File: src/rtl/mlk_pkg.sv
// ----------------------------------------------------------------------------
// mlk_pkg
// Shared types, constants and the Morse letter table for the line keyer.
// ----------------------------------------------------------------------------
package mlk_pkg;

    localparam int LINE_DEPTH = 128;

    localparam logic [7:0]  CR_BYTE         = 8'd13;
    localparam logic [7:0]  LETTER_FIRST    = 8'd65;
    localparam logic [7:0]  LETTER_LAST     = 8'd90;
    localparam logic [15:0] DOT_TICKS_RST   = 16'd200;
    localparam logic [15:0] DASH_TICKS_RST  = 16'd1000;
    localparam logic [15:0] GAP_TICKS_RST   = 16'd200;
    localparam int          CFG_IDX_W       = 2;
    localparam int          CFG_DATA_W      = 16;

    typedef enum logic [CFG_IDX_W-1:0] {
        CFG_DOT_TICKS  = 2'd0,
        CFG_DASH_TICKS = 2'd1,
        CFG_GAP_TICKS  = 2'd2
    } t_cfg_idx;

    typedef enum logic [1:0] {
        EL_NONE = 2'd0,
        EL_DOT  = 2'd1,
        EL_DASH = 2'd2
    } t_element;

    typedef enum logic {
        CMD_BYTE = 1'b0,
        CMD_TICK = 1'b1
    } t_cmd;

    typedef struct packed {
        logic       cmd;
        logic [7:0] rx_byte;
    } t_in_item;

    typedef struct packed {
        logic       led_on;
        logic       echo_valid;
        logic [7:0] echo_byte;
        logic       line_end;
        logic       not_found;
        logic       dropped;
        logic       busy_res;
    } t_out_item;

    // Four elements per letter, element 0 in bits [1:0]; letters A..Z.
    localparam logic [7:0] LETTER_CODES [26] = '{
        {EL_NONE, EL_NONE, EL_DASH, EL_DOT },   // A
        {EL_DOT,  EL_DOT,  EL_DOT,  EL_DASH},   // B
        {EL_DOT,  EL_DASH, EL_DOT,  EL_DASH},   // C
        {EL_NONE, EL_DOT,  EL_DOT,  EL_DASH},   // D
        {EL_NONE, EL_NONE, EL_NONE, EL_DOT },   // E
        {EL_DOT,  EL_DASH, EL_DOT,  EL_DOT },   // F
        {EL_NONE, EL_DOT,  EL_DASH, EL_DASH},   // G
        {EL_DOT,  EL_DOT,  EL_DOT,  EL_DOT },   // H
        {EL_NONE, EL_NONE, EL_DOT,  EL_DOT },   // I
        {EL_DASH, EL_DASH, EL_DASH, EL_DOT },   // J
        {EL_NONE, EL_DASH, EL_DOT,  EL_DASH},   // K
        {EL_DOT,  EL_DOT,  EL_DASH, EL_DOT },   // L
        {EL_NONE, EL_NONE, EL_DASH, EL_DASH},   // M
        {EL_NONE, EL_NONE, EL_DOT,  EL_DASH},   // N
        {EL_NONE, EL_DASH, EL_DASH, EL_DASH},   // O
        {EL_DOT,  EL_DASH, EL_DASH, EL_DOT },   // P
        {EL_DASH, EL_DOT,  EL_DASH, EL_DASH},   // Q
        {EL_NONE, EL_DOT,  EL_DASH, EL_DOT },   // R
        {EL_NONE, EL_DOT,  EL_DOT,  EL_DOT },   // S
        {EL_NONE, EL_NONE, EL_NONE, EL_DASH},   // T
        {EL_NONE, EL_DASH, EL_DOT,  EL_DOT },   // U
        {EL_DASH, EL_DOT,  EL_DOT,  EL_DOT },   // V
        {EL_NONE, EL_DASH, EL_DASH, EL_DOT },   // W
        {EL_DASH, EL_DOT,  EL_DOT,  EL_DASH},   // X
        {EL_DASH, EL_DASH, EL_DOT,  EL_DASH},   // Y
        {EL_DOT,  EL_DOT,  EL_DASH, EL_DASH}    // Z
    };

    function automatic logic is_letter(input logic [7:0] c);
        return (c >= LETTER_FIRST) && (c <= LETTER_LAST);
    endfunction

    // Element codes of a byte; all zero for a byte that is no letter.
    function automatic logic [7:0] letter_code(input logic [7:0] c);
        logic [7:0] idx;
        idx = c - LETTER_FIRST;
        if (is_letter(c)) begin
            return LETTER_CODES[idx[4:0]];
        end
        return 8'd0;
    endfunction

endpackage

File: src/rtl/mlk_line_mem.sv
// ----------------------------------------------------------------------------
// mlk_line_mem
// Line store: one write port, one read port with registered read data.
// ----------------------------------------------------------------------------
module mlk_line_mem #(
    parameter int LINE_DEPTH = mlk_pkg::LINE_DEPTH,
    parameter int ADDR_W     = $clog2(LINE_DEPTH)
) (
    input  logic              i_clk,
    input  logic              i_we,
    input  logic [ADDR_W-1:0] i_waddr,
    input  logic [7:0]        i_wdata,
    input  logic [ADDR_W-1:0] i_raddr,
    output logic [7:0]        o_rdata
);

    logic [7:0] mem [LINE_DEPTH];
    logic [7:0] r_rdata;

    always_ff @(posedge i_clk) begin
        if (i_we) begin
            mem[i_waddr] <= i_wdata;
        end
        r_rdata <= mem[i_raddr];
    end

    assign o_rdata = r_rdata;

endmodule

File: src/rtl/mlk_ctrl.sv
// ----------------------------------------------------------------------------
// mlk_ctrl
// Line collection and playback sequencer; builds one result per transaction.
// ----------------------------------------------------------------------------
module mlk_ctrl #(
    parameter int LINE_DEPTH = mlk_pkg::LINE_DEPTH,
    parameter int ADDR_W     = $clog2(LINE_DEPTH),
    parameter int CNT_W      = $clog2(LINE_DEPTH + 1)
) (
    input  logic                          i_clk,
    input  logic                          i_rst_n,
    input  logic                          i_cfg_we,
    input  logic [mlk_pkg::CFG_IDX_W-1:0] i_cfg_idx,
    input  logic [mlk_pkg::CFG_DATA_W-1:0] i_cfg_data,
    input  logic                          i_acc,
    input  mlk_pkg::t_in_item             i_item,
    input  logic [7:0]                    i_rd_data,
    output logic                          o_mem_we,
    output logic [ADDR_W-1:0]             o_mem_waddr,
    output logic [7:0]                    o_mem_wdata,
    output logic [ADDR_W-1:0]             o_mem_raddr,
    output mlk_pkg::t_out_item            o_result
);

    logic [15:0]      r_dot_ticks, r_dash_ticks, r_gap_ticks;
    logic [CNT_W-1:0] r_stored_cnt, n_stored_cnt;
    logic [CNT_W-1:0] r_line_len, n_line_len;
    logic [CNT_W-1:0] r_play_pos, n_play_pos;
    logic [2:0]       r_elem_pos, n_elem_pos;
    logic             r_playing, n_playing;
    logic             r_in_gap, n_in_gap;
    logic [15:0]      r_ticks, n_ticks;
    logic             r_led, n_led;

    logic [7:0]       code;
    logic [2:0]       elem_next;
    logic [1:0]       elem_code;
    logic [15:0]      tick_dec;
    logic [CNT_W-1:0] pos_next;
    logic             do_start, do_next, do_end;
    logic [1:0]       start_code;
    logic [15:0]      start_len;
    mlk_pkg::t_out_item res;

    always_comb begin
        code      = mlk_pkg::letter_code(i_rd_data);
        elem_next = r_elem_pos + 3'd1;
        elem_code = code[2*elem_next[1:0] +: 2];
        tick_dec  = r_ticks - 16'd1;
        pos_next  = r_play_pos + CNT_W'(1);

        n_stored_cnt = r_stored_cnt;
        n_line_len   = r_line_len;
        n_play_pos   = r_play_pos;
        n_elem_pos   = r_elem_pos;
        n_playing    = r_playing;
        n_in_gap     = r_in_gap;
        n_ticks      = r_ticks;
        n_led        = r_led;
        do_start     = 1'b0;
        do_next      = 1'b0;
        do_end       = 1'b0;
        start_code   = code[1:0];
        o_mem_we     = 1'b0;
        res          = '0;

        if (i_acc) begin
            if (i_item.cmd == mlk_pkg::CMD_BYTE) begin
                if (r_playing) begin
                    res.dropped = 1'b1;
                end else begin
                    if (r_stored_cnt == '0) begin
                        n_led = 1'b0;
                    end
                    if (i_item.rx_byte != mlk_pkg::CR_BYTE) begin
                        if (r_stored_cnt < CNT_W'(LINE_DEPTH)) begin
                            o_mem_we       = 1'b1;
                            n_stored_cnt   = r_stored_cnt + CNT_W'(1);
                            res.echo_valid = 1'b1;
                            res.echo_byte  = i_item.rx_byte;
                        end else begin
                            res.dropped = 1'b1;
                        end
                    end else begin
                        res.echo_valid = 1'b1;
                        res.echo_byte  = mlk_pkg::CR_BYTE;
                        res.line_end   = 1'b1;
                        n_line_len     = r_stored_cnt;
                        n_stored_cnt   = '0;
                        n_play_pos     = '0;
                        n_elem_pos     = '0;
                        n_in_gap       = 1'b0;
                        n_ticks        = '0;
                        n_playing      = (r_stored_cnt != '0);
                    end
                end
            end else if (r_playing) begin
                if (r_ticks == '0) begin
                    // Fetch: the prefetched byte is already in the read register.
                    if (mlk_pkg::is_letter(i_rd_data)) begin
                        n_elem_pos = '0;
                        do_start   = 1'b1;
                    end else begin
                        res.not_found = 1'b1;
                        do_next       = 1'b1;
                    end
                end else begin
                    n_ticks = tick_dec;
                    if (tick_dec == '0) begin
                        if (!r_in_gap) begin
                            n_led = 1'b0;
                            if (r_gap_ticks != '0) begin
                                n_in_gap = 1'b1;
                                n_ticks  = r_gap_ticks;
                            end else begin
                                do_end = 1'b1;
                            end
                        end else begin
                            do_end = 1'b1;
                        end
                    end
                end
            end
        end

        if (do_end) begin
            if (mlk_pkg::is_letter(i_rd_data) && elem_next < 3'd4 && elem_code != '0) begin
                n_elem_pos = elem_next;
                start_code = elem_code;
                do_start   = 1'b1;
            end else begin
                do_next = 1'b1;
            end
        end

        start_len = (start_code == mlk_pkg::EL_DASH) ? r_dash_ticks : r_dot_ticks;
        if (do_start) begin
            n_led    = 1'b1;
            n_in_gap = 1'b0;
            n_ticks  = (start_len != '0) ? start_len : 16'd1;
        end

        if (do_next) begin
            n_led      = 1'b0;
            n_elem_pos = '0;
            n_in_gap   = 1'b0;
            n_ticks    = '0;
            n_play_pos = pos_next;
            if (pos_next >= r_line_len) begin
                n_playing  = 1'b0;
                n_play_pos = '0;
            end
        end

        res.led_on   = n_led;
        res.busy_res = n_playing;
    end

    assign o_mem_waddr = r_stored_cnt[ADDR_W-1:0];
    assign o_mem_wdata = i_item.rx_byte;
    assign o_mem_raddr = n_play_pos[ADDR_W-1:0];
    assign o_result    = res;

    always_ff @(posedge i_clk) begin
        if (!i_rst_n) begin
            r_dot_ticks  <= mlk_pkg::DOT_TICKS_RST;
            r_dash_ticks <= mlk_pkg::DASH_TICKS_RST;
            r_gap_ticks  <= mlk_pkg::GAP_TICKS_RST;
        end else if (i_cfg_we) begin
            case (i_cfg_idx)
                mlk_pkg::CFG_DOT_TICKS:  r_dot_ticks  <= i_cfg_data;
                mlk_pkg::CFG_DASH_TICKS: r_dash_ticks <= i_cfg_data;
                mlk_pkg::CFG_GAP_TICKS:  r_gap_ticks  <= i_cfg_data;
                default: ;
            endcase
        end
    end

    always_ff @(posedge i_clk) begin
        if (!i_rst_n) begin
            r_stored_cnt <= '0;
            r_line_len   <= '0;
            r_play_pos   <= '0;
            r_elem_pos   <= '0;
            r_playing    <= 1'b0;
            r_in_gap     <= 1'b0;
            r_ticks      <= '0;
            r_led        <= 1'b0;
        end else begin
            r_stored_cnt <= n_stored_cnt;
            r_line_len   <= n_line_len;
            r_play_pos   <= n_play_pos;
            r_elem_pos   <= n_elem_pos;
            r_playing    <= n_playing;
            r_in_gap     <= n_in_gap;
            r_ticks      <= n_ticks;
            r_led        <= n_led;
        end
    end

    a_play_len: assert property (@(posedge i_clk) disable iff (!i_rst_n)
        r_playing |-> (r_line_len != '0) && (r_play_pos < r_line_len))
        else $error("play position outside the line");

    a_play_empty: assert property (@(posedge i_clk) disable iff (!i_rst_n)
        r_playing |-> (r_stored_cnt == '0))
        else $error("bytes stored while playing");

    a_no_write_play: assert property (@(posedge i_clk) disable iff (!i_rst_n)
        o_mem_we |-> !r_playing)
        else $error("line store written during playback");

    a_elem_range: assert property (@(posedge i_clk) disable iff (!i_rst_n)
        r_elem_pos < 3'd4)
        else $error("element position out of range");

endmodule

File: src/rtl/mlk_out_buf.sv
// ----------------------------------------------------------------------------
// mlk_out_buf
// Output register with a skid stage so the input side keeps moving.
// ----------------------------------------------------------------------------
module mlk_out_buf (
    input  logic               i_clk,
    input  logic               i_rst_n,
    input  logic               i_push,
    input  mlk_pkg::t_out_item i_data,
    output logic               o_full,
    output logic               o_out_valid,
    output mlk_pkg::t_out_item o_out_data,
    input  logic               i_out_stall
);

    logic               r_out_valid, r_skid_valid;
    mlk_pkg::t_out_item r_out_data, r_skid_data;
    logic               pop;

    assign pop = r_out_valid && !i_out_stall;

    always_ff @(posedge i_clk) begin
        if (!i_rst_n) begin
            r_out_valid  <= 1'b0;
            r_skid_valid <= 1'b0;
        end else if (r_skid_valid) begin
            if (pop) begin
                r_skid_valid <= 1'b0;
            end
        end else if (i_push) begin
            if (r_out_valid && !pop) begin
                r_skid_valid <= 1'b1;
            end
            r_out_valid <= 1'b1;
        end else if (pop) begin
            r_out_valid <= 1'b0;
        end
    end

    always_ff @(posedge i_clk) begin
        if (r_skid_valid) begin
            if (pop) begin
                r_out_data <= r_skid_data;
            end
        end else if (i_push) begin
            if (r_out_valid && !pop) begin
                r_skid_data <= i_data;
            end else begin
                r_out_data <= i_data;
            end
        end
    end

    assign o_full      = r_skid_valid;
    assign o_out_valid = r_out_valid;
    assign o_out_data  = r_out_data;

    a_skid_order: assert property (@(posedge i_clk) disable iff (!i_rst_n)
        r_skid_valid |-> r_out_valid)
        else $error("skid holds data ahead of an empty output register");

endmodule

File: src/rtl/morse_line_keyer.sv
// ----------------------------------------------------------------------------
// morse_line_keyer
// Collects a text line, then keys its letters as Morse code on an LED.
// ----------------------------------------------------------------------------
// Results go to the output register, or to the skid stage while it
//   is held. One transaction per cycle unless the input is stalled; each takes
//   one store access and one counter update, and the next byte is prefetched.
// Reset: synchronous, active low; clears all control state and restores the
//   tick registers. The line store is not cleared and needs no clearing pass.
// ----------------------------------------------------------------------------
module morse_line_keyer #(
    parameter int LINE_DEPTH = mlk_pkg::LINE_DEPTH
) (
    input  logic                           i_clk,
    input  logic                           i_rst_n,
    // configuration writes
    input  logic                           i_cfg_we,
    input  logic [mlk_pkg::CFG_IDX_W-1:0]  i_cfg_idx,
    input  logic [mlk_pkg::CFG_DATA_W-1:0] i_cfg_data,
    // input channel: received bytes and ticks
    input  logic                           i_in_valid,
    input  mlk_pkg::t_in_item              i_in_data,
    output logic                           o_in_stall,
    // output channel: one result per input transaction
    output logic                           o_out_valid,
    output mlk_pkg::t_out_item             o_out_data,
    input  logic                           i_out_stall
);

    localparam int ADDR_W = $clog2(LINE_DEPTH);
    localparam int CNT_W  = $clog2(LINE_DEPTH + 1);

    logic               acc;
    logic               buf_full;
    logic               mem_we;
    logic [ADDR_W-1:0]  mem_waddr, mem_raddr;
    logic [7:0]         mem_wdata, mem_rdata;
    mlk_pkg::t_out_item result;

    // Stall the input only when both output register and skid hold results.
    assign o_in_stall = buf_full;
    assign acc        = i_in_valid && !buf_full;

    // Line store. The read address always follows the next play position,
    // so the read register always holds the byte at the current play position.
    // Writes happen only while idle and reads matter only while playing,
    // so the two ports never touch the same entry in a way that matters.
    mlk_line_mem #(
        .LINE_DEPTH (LINE_DEPTH),
        .ADDR_W     (ADDR_W)
    ) u_mem (
        .i_clk   (i_clk),
        .i_we    (mem_we),
        .i_waddr (mem_waddr),
        .i_wdata (mem_wdata),
        .i_raddr (mem_raddr),
        .o_rdata (mem_rdata)
    );

    // Sequencer: gathers the line, paces the elements, forms the result.
    mlk_ctrl #(
        .LINE_DEPTH (LINE_DEPTH),
        .ADDR_W     (ADDR_W),
        .CNT_W      (CNT_W)
    ) u_ctrl (
        .i_clk       (i_clk),
        .i_rst_n     (i_rst_n),
        .i_cfg_we    (i_cfg_we),
        .i_cfg_idx   (i_cfg_idx),
        .i_cfg_data  (i_cfg_data),
        .i_acc       (acc),
        .i_item      (i_in_data),
        .i_rd_data   (mem_rdata),
        .o_mem_we    (mem_we),
        .o_mem_waddr (mem_waddr),
        .o_mem_wdata (mem_wdata),
        .o_mem_raddr (mem_raddr),
        .o_result    (result)
    );

    // Hold results until the receiver takes them.
    mlk_out_buf u_out (
        .i_clk       (i_clk),
        .i_rst_n     (i_rst_n),
        .i_push      (acc),
        .i_data      (result),
        .o_full      (buf_full),
        .o_out_valid (o_out_valid),
        .o_out_data  (o_out_data),
        .i_out_stall (i_out_stall)
    );

endmodule
File: config.mk
export PLATFORM = sky130hd
export DESIGN_NAME = morse_line_keyer
export DESIGN_NICKNAME = d
export VERILOG_FILES = /design/src/rtl/mlk_pkg.sv /design/src/rtl/mlk_line_mem.sv /design/src/rtl/mlk_ctrl.sv /design/src/rtl/mlk_out_buf.sv /design/src/rtl/morse_line_keyer.sv
export SDC_FILE = /design/constraint.sdc
export NUM_CORES = 2
export LEC_CHECK = 0
export ABC_CLOCK_PERIOD_IN_PS = 5300
export BUFFER_PORTS_ARGS = -buffer_cell sky130_fd_sc_hd__clkbuf_2
export CORE_ASPECT_RATIO = 1.4
export CORE_UTILIZATION = 40
export DETAILED_ROUTE_END_ITERATION = 8
export HOLD_SLACK_MARGIN = 0.15
export PLACE_DENSITY_LB_ADDON = 0.3
export SYNTH_ARGS = -nofsm -noshare
export SYNTH_HDL_FRONTEND = slang
export SYNTH_SLANG_ARGS = --single-unit
export TNS_END_PERCENT = 1
File: constraint.sdc
create_clock -name i_clk -period 5.3 [get_ports i_clk]
set_input_delay 0.265 -clock i_clk [delete_from_list [all_inputs] [get_ports i_clk]]
set_output_delay 0.265 -clock i_clk [all_outputs]
set_load 0.01 [all_outputs]
# Word level (Yosys, flattened, before mapping)
# Memory sizes are Yosys's and may differ from the RTL's. A register that Yosys moved wholly into a read port is not among the register bits.
# Cells that the tools add are included.
# Widths: inputs -> output; s select.
# classes
mux	106
n_eq_ne	19
n_addsub	5
magnitude_cmp	6
bitwise_logic	6
n_reduce_logical	34
shift	1
# op_table
cell	count
$mux 16	12
$mux 8	12
$mux 1	63
$mux 14	4
$logic_not 16->1	2
$reduce_bool 16->1	2
$mux 3	9
$mux 10	2
$mux 9	2
$add 8x1->8 const B	2
$sub 16x1->16 const B	1
$ne 2x2->1 const B	7
$reduce_and 4->1	3
$reduce_bool 2->1	5
$ge 8x7->1 const B	1
$ge 8x8->1	1
$le 8x7->1 const B	1
$logic_not 8->1	1
$lt 8x8->1 const B	1
$ne 2x1->1 const B	4
$ne 8x4->1 const B	1
$reduce_and 2->1	4
$reduce_bool 8->1	1
$shiftx 8x4->2	1
20 further kinds	35
# totals
n_memories	2
ram_bits	1024
register_bits	124
rom_bits	256
output_inout_bits	16
# memory_table
name	words	word_bits	rd	rd_ports_with_merged_regs	wr	line_no	text
u_mem.mem	128	8	1	1	1	mlk_line_mem.sv:17	logic [7:0] mem [LINE_DEPTH];
(no name shown)	32	8	1	0	0	mlk_pkg.sv:89	return LETTER_CODES[idx[4:0]];

# Longest topological paths before layout
# depth
depth_word	17
depth_mapped	23

# Hierarchy
# Synthesis repeated with hierarchy kept, for this count alone.
# unflattened
cells_unflattened	2543
area_unflattened_um2	47053.9
# by_module_without_submodules
mod	area_per_inst_um2	instances	cells_each	seq_area_each_um2
mlk_line_mem	39665.5	1	1635	30909.6
mlk_ctrl	6223.5	1	850	1881.8
mlk_out_buf	1151.1	1	57	880.8
morse_line_keyer	13.8	1	1	0.0

# Worst setup path after synthesis
# OpenSTA, ideal clock, no wires.
# synth_path
path_type	reg2reg
startpoint	register u_mem.r_rdata[0], in the netlist u_mem.o_rdata[0], read port of u_mem.mem
endpoint	register u_mem.r_rdata[0], in the netlist u_mem.o_rdata[0], read port of u_mem.mem
path_stages_with_launch	20
t_arrival_ns	5.031
synth_period_minus_slack_ns	5.147
required_ns	5.184
path_slack_ns	0.153
path_buffers	5
path_cell_list	dfxtp_1 > clkbuf_1 > inv_1 > ha_1 > or3b_2 > xnor2_1 > mux2_2 > a2111o_1 > and4_1 > nor3_4 > a22o_1 > clkbuf_1 > buf_2 > buf_2 > buf_2 > mux2i_1 > nand2_1 > a32oi_1 > o2111ai_1 > and4_1
# synth_between
elab_chain_cells	13
elab_cells_between_ends	23
classes_between	1 x add/sub; 2 x order compare; 1 x shift; 13 x mux; 1 x bitwise; 4 x reduce/logical; 1 x memory
# synth_lines
item	line_no	text
start, declared	mlk_line_mem.sv:18	logic [7:0] r_rdata;
$sub 5x1->5	mlk_pkg.sv:87	idx = c - LETTER_FIRST;
$not 5->6 (not written as such)	mlk_pkg.sv:89	
$mem_v2 32x8	--	
$mux 8 (not written as such) (2 in a row)	mlk_pkg.sv:89	
$mux 8	mlk_pkg.sv:88	if (is_letter(c)) begin
$mux 8	mlk_pkg.sv:91	return 8'd0;
$shiftx 8x4->2	mlk_ctrl.sv:48	elem_code = code[2*elem_next[1:0] +: 2];
$reduce_bool 2->1	mlk_ctrl.sv:127	if (mlk_pkg::is_letter(i_rd_data) && elem_next < 3'd4 && elem_code != '0) begin
$logic_and 1x1->1	mlk_ctrl.sv:127	
$mux 1	mlk_ctrl.sv:127	
$mux 1 *	mlk_ctrl.sv:126	if (do_end) begin
$mux 8 *	mlk_ctrl.sv:143	if (do_next) begin
# Every way passes the cells marked *; elsewhere a longest branch is shown, timed or not. The select of a mux whose other input is x is not followed.
# A chain may end at the register's enable or synchronous reset.

# Final worst setup path
# layout_path
startpoint	register u_ctrl.r_ticks[1]
endpoint	register u_mem.r_rdata[3], in the netlist u_mem.o_rdata[3], read port of u_mem.mem
# layout_between
elab_chain_cells	9
elab_cells_between_ends	15
classes_between	1 x add/sub; 12 x mux; 2 x reduce/logical
# layout_lines
item	line_no	text
start, declared	mlk_ctrl.sv:32	logic [15:0] r_ticks, n_ticks;
start signal, assigned	mlk_ctrl.sv:196	r_ticks <= n_ticks;
$sub 16x1->16	mlk_ctrl.sv:49	tick_dec = r_ticks - 16'd1;
$logic_not 16->1	mlk_ctrl.sv:109	if (tick_dec == '0) begin
$mux 1	mlk_ctrl.sv:109	
$mux 1	mlk_ctrl.sv:98	if (r_ticks == '0) begin
$mux 1	mlk_ctrl.sv:97	end else if (r_playing) begin
$mux 1	mlk_ctrl.sv:68	if (i_item.cmd == mlk_pkg::CMD_BYTE) begin
$mux 1	mlk_ctrl.sv:67	if (i_acc) begin
$mux 1 *	mlk_ctrl.sv:126	
$mux 8 *	mlk_ctrl.sv:143	
# Every way passes the cells marked *; elsewhere a longest branch is shown, timed or not.

==> results.sh <==
export IMPL_status="finished clean"
export IMPL_synth_nets=3430
export IMPL_p_clk_share_pct=42.5
export IMPL_path_class="register to register"
export IMPL_r2r_setup_slack_ps=90
export IMPL_fmax_mhz=192
export IMPL_hold_depth=2
export IMPL_overflow=0
export IMPL_finalCriticalPeriod_ps=5210
export IMPL_reg2regPathDepth=18
export IMPL_synth_edff_count=1052
export IMPL_hold_worst_slack_ps=167
export IMPL_rsz0062_at_grt="yes"
export IMPL_powerDensity_mw_per_mm2=315
export IMPL_finalNetCount=3773
export IMPL_worst_slew_pin_slew_ps=1110
export IMPL_crit_chain="inv_1 > ha_2 > or4b_1 > o21a_1 > or4_4 > or4b_4 > o311ai_4 > buf_4 > nand4_1 > buf_6 > and2_4 > buf_12 > nor2_2 > buf_4 > a22oi_1 > a32oi_1 > nand4_1 > and4_1"
export IMPL_final_fill_count=10300
export IMPL_cp_start_kind="register"
export IMPL_mostFrequentLayoutCell="edfxtp_1"
export IMPL_area_growth_pct=18.5
export IMPL_clk_latency_ps=720
export IMPL_critPathTopFamily="simple AND/OR/NAND/NOR gates"
export IMPL_post_drt_wl_per_cell_um=25.7
export IMPL_dieWidth_um=297
export IMPL_period_share_pct=98.3
export IMPL_htreeDepth=3
export IMPL_min_from="i_in_data[4]"
export IMPL_die_h_um=414
export IMPL_cts_path_max_buffers=3
export IMPL_numClockSinks=1156
export IMPL_rows=150
export IMPL_root_buffer="clkbuf_16"
export IMPL_ys_ff_latch=1156
export IMPL_cp_slowest_cell="or4_4"
export IMPL_p_leak_uw=0.0196
export IMPL_drc=0
export IMPL_grt_pass1_wl_um=201000
export IMPL_tritoncts="done"
export IMPL_final_layout_size_suffix_gt1_share_pct=18.1
export IMPL_switching_power_uw=3710
export IMPL_clock_skew_final_ps=41.6
export IMPL_cp_required_ps=5890
export IMPL_gp_congestion=0.943
export IMPL_p_seq_share_pct=55.0
export IMPL_core_area_mm2=0.120
export IMPL_hold_viol=0
export IMPL_grt_max_degree=130
export IMPL_drt_iter0_markers=2992
export IMPL_slowest_delay_ps=550
export IMPL_cp_end_kind="register"
export IMPL_p_sw_share_pct=20.4
export IMPL_synth_distinct_cells=80
export IMPL_vdd_ir_drop_max_mv=0.224
export IMPL_crit_path_start="u_ctrl.r_ticks[1]"
export IMPL_ys_seq_area_share_pct=69.3
export IMPL_final_util_pct=48.0
export IMPL_syn_instance_count=3375
export IMPL_max_slew_margin_rel_pct=25.5
export IMPL_total_power_uw=18200
export IMPL_hp_class="input port to register"
export IMPL_viasPerCell=5.64
export IMPL_combPwrFrac_pct=2.5
export IMPL_async_reset_ff_share_pct=0
export IMPL_yosys_warnings=0
export IMPL_initial_core_util_pct=40.5
export IMPL_p_int_uw=14500
export IMPL_grt_pass1_vias=30200
export IMPL_min_to="u_mem.mem[68][4]"
export IMPL_antenna_found_initial=5
export IMPL_hpwl_um=92100
export IMPL_first_pass_iters=6
export IMPL_grt_total_usage_pct=22.3
export IMPL_avgSynthCellArea_um2=14.4
export IMPL_drv_cap=0
export IMPL_synth_flop_cell="edfxtp_1"
export IMPL_drv_slew=0
export IMPL_final_setup_tns_ps=0
export IMPL_syn_area_mm2=0.0486
export IMPL_rr_endpoint="u_mem.o_rdata[3]"
export IMPL_vias=30500
export IMPL_setup_viol=0
export IMPL_clk_pin_slew_ps=70
export IMPL_most_common_layout_cells="edfxtp_1, mux2i_1, nand2_1"
export IMPL_placement_io_buffers=47
export IMPL_r2r_start="u_ctrl.r_ticks[1]"
export IMPL_io_pins=48
export IMPL_worst_path_max_fanout=16
export IMPL_die_area_mm2=0.123
export IMPL_drt_total_wl_um=139000
export IMPL_cts_buffers=104
export IMPL_ant_nets=0
export IMPL_crit_buf_inv=5
export IMPL_arrival_ps=5800
==> power by group through the flow <==
stage	clock network (uW)	registers, uW	logic, uW
4_1_cts	7810	9990	452
2_1_floorplan	0	10200	144
3_3_place_gp	0	10200	429
6_report	7710	9990	453
3_5_place_dp	0	10200	436
5_1_grt	8130	9990	485
==> through the flow <==
| step | std cells | worst slack [ps] | area (um2) |
|---|---|---|---|
| 3_3_place_gp | 5175 | -657 | 53300 |
| 6_report | 5403 | 88.9 | 57600 |
| 4_1_cts | 5396 | -82.5 | 57100 |
| 2_1_floorplan | 3375 | 153 | 48600 |
| 5_1_grt | 5402 | -75.0 | 57600 |
| 3_5_place_dp | 5175 | -687 | 53300 |
==> worst reg2reg max path, cell delays in order (launching register included) <==
cell and delay (ps):
dfxtp_1 310, inv_1 80, ha_2 200, or4b_1 460, o21a_1 200, or4_4 550, or4b_4 530, o311ai_4 310
buf_4 160, nand4_1 160, buf_6 200, and2_4 200, buf_12 160, nor2_2 130, buf_4 280, a22oi_1 240
a32oi_1 280, nand4_1 360, and4_1 280
==> registers in the layout, indices dropped and copies added, names as in the netlist <==
register and count:
u_ctrl.r_in_gap 1, u_ctrl.r_line_len 8, u_mem.mem 1024, u_ctrl.r_gap_ticks 16, u_ctrl.r_ticks 16, u_out.r_skid_data 14, u_ctrl.r_elem_pos 3, u_mem.o_rdata 8
u_ctrl.r_dot_ticks 16, u_ctrl.r_playing 1, u_out.o_full 1, u_ctrl.r_led 1, u_out.o_out_data 14, u_out.o_out_valid 1, u_ctrl.r_play_pos 8, u_ctrl.r_stored_cnt 8
u_ctrl.r_dash_ticks 16
==> routing by layer <==
layer / GRT usage [%] / up-vias / wire length (um) / share of wire, %
met5: 0 / - / 13 / 0.0094
met4: 13.1 / 2 / 8670 / 6.2
met3: 3.29 / 326 / 7650 / 5.5
met2: 37.6 / 1051 / 69100 / 50
met1: 26.9 / 15300 / 53600 / 39
li1: - / 13800 / - / -
==> timing repair <==
action,4_1_cts,5_1_grt
resized for setup,16,63
setup endpoints to repair,8,8
hold buffers,27,0
pin swaps,2,19
buffers inserted,0,2
gates cloned,0,4
endpoints found under the hold margin,66,0
==> logic make-up after synthesis <==
kind of cell / after synthesis / share of synthesized area, %
muxes: 500 / 10.4
AOI/OAI and AO/OA: 609 / 9.45
and+or+nand+nor: 819 / 7.64
buffers and inverters: 243 / 2.15
xor gates and xnor gates: 25 / 0.451
adders and majority gates: 23 / 0.592
DFF: 1156 / 69.3
==> layout make-up <==
| cell class | instances | area, um2 | share of cell area [%] |
|---|---|---|---|
| antenna | 1 | 2.50 | 0.00435 |
| clock buffer | 125 | 2780 | 4.82 |
| clock inverter | 69 | 691 | 1.20 |
| inverter | 26 | 97.6 | 0.170 |
| multi-input combinational | 1976 | 14300 | 24.8 |
| sequential | 1156 | 33700 | 58.5 |
| tap | 1596 | 2000 | 3.47 |
| timing repair buffer | 454 | 4070 | 7.08 |
==> Yosys cell counts, drive strengths merged, types with 28 or more instances <==
master  number  share of area, %
a32oi       33              0.59
a221oi      74               1.3
nand2      375               2.9
mux2        38              0.88
a211oi      55              0.86
nand3       62              0.64
a22oi       49              0.76
clkbuf     128               1.0
buf         89              0.96
edfxtp    1052                65
a21boi      79               1.2
nor2       200               1.5
o21ai       39              0.40
o22ai       36              0.46
nand4       28              0.36
dfxtp      104               4.3
mux2i      462               9.5
a21oi       63              0.65
==> worst max path at each step <==
| stage | end | slack (ps) | depth (start not counted) |
|---|---|---|---|
| floorplan | u_mem.o_rdata[0] | 150 | 19 |
| detailed placement | u_mem.o_rdata[4] | -690 | 19 |
| finish | u_mem.o_rdata[3] | 90 | 18 |
| global placement | u_mem.o_rdata[4] | -660 | 19 |
| CTS | u_mem.o_rdata[3] | -80 | 18 |
| global route | u_mem.o_rdata[0] | -70 | 17 |
(Power assumes the default switching activity.)
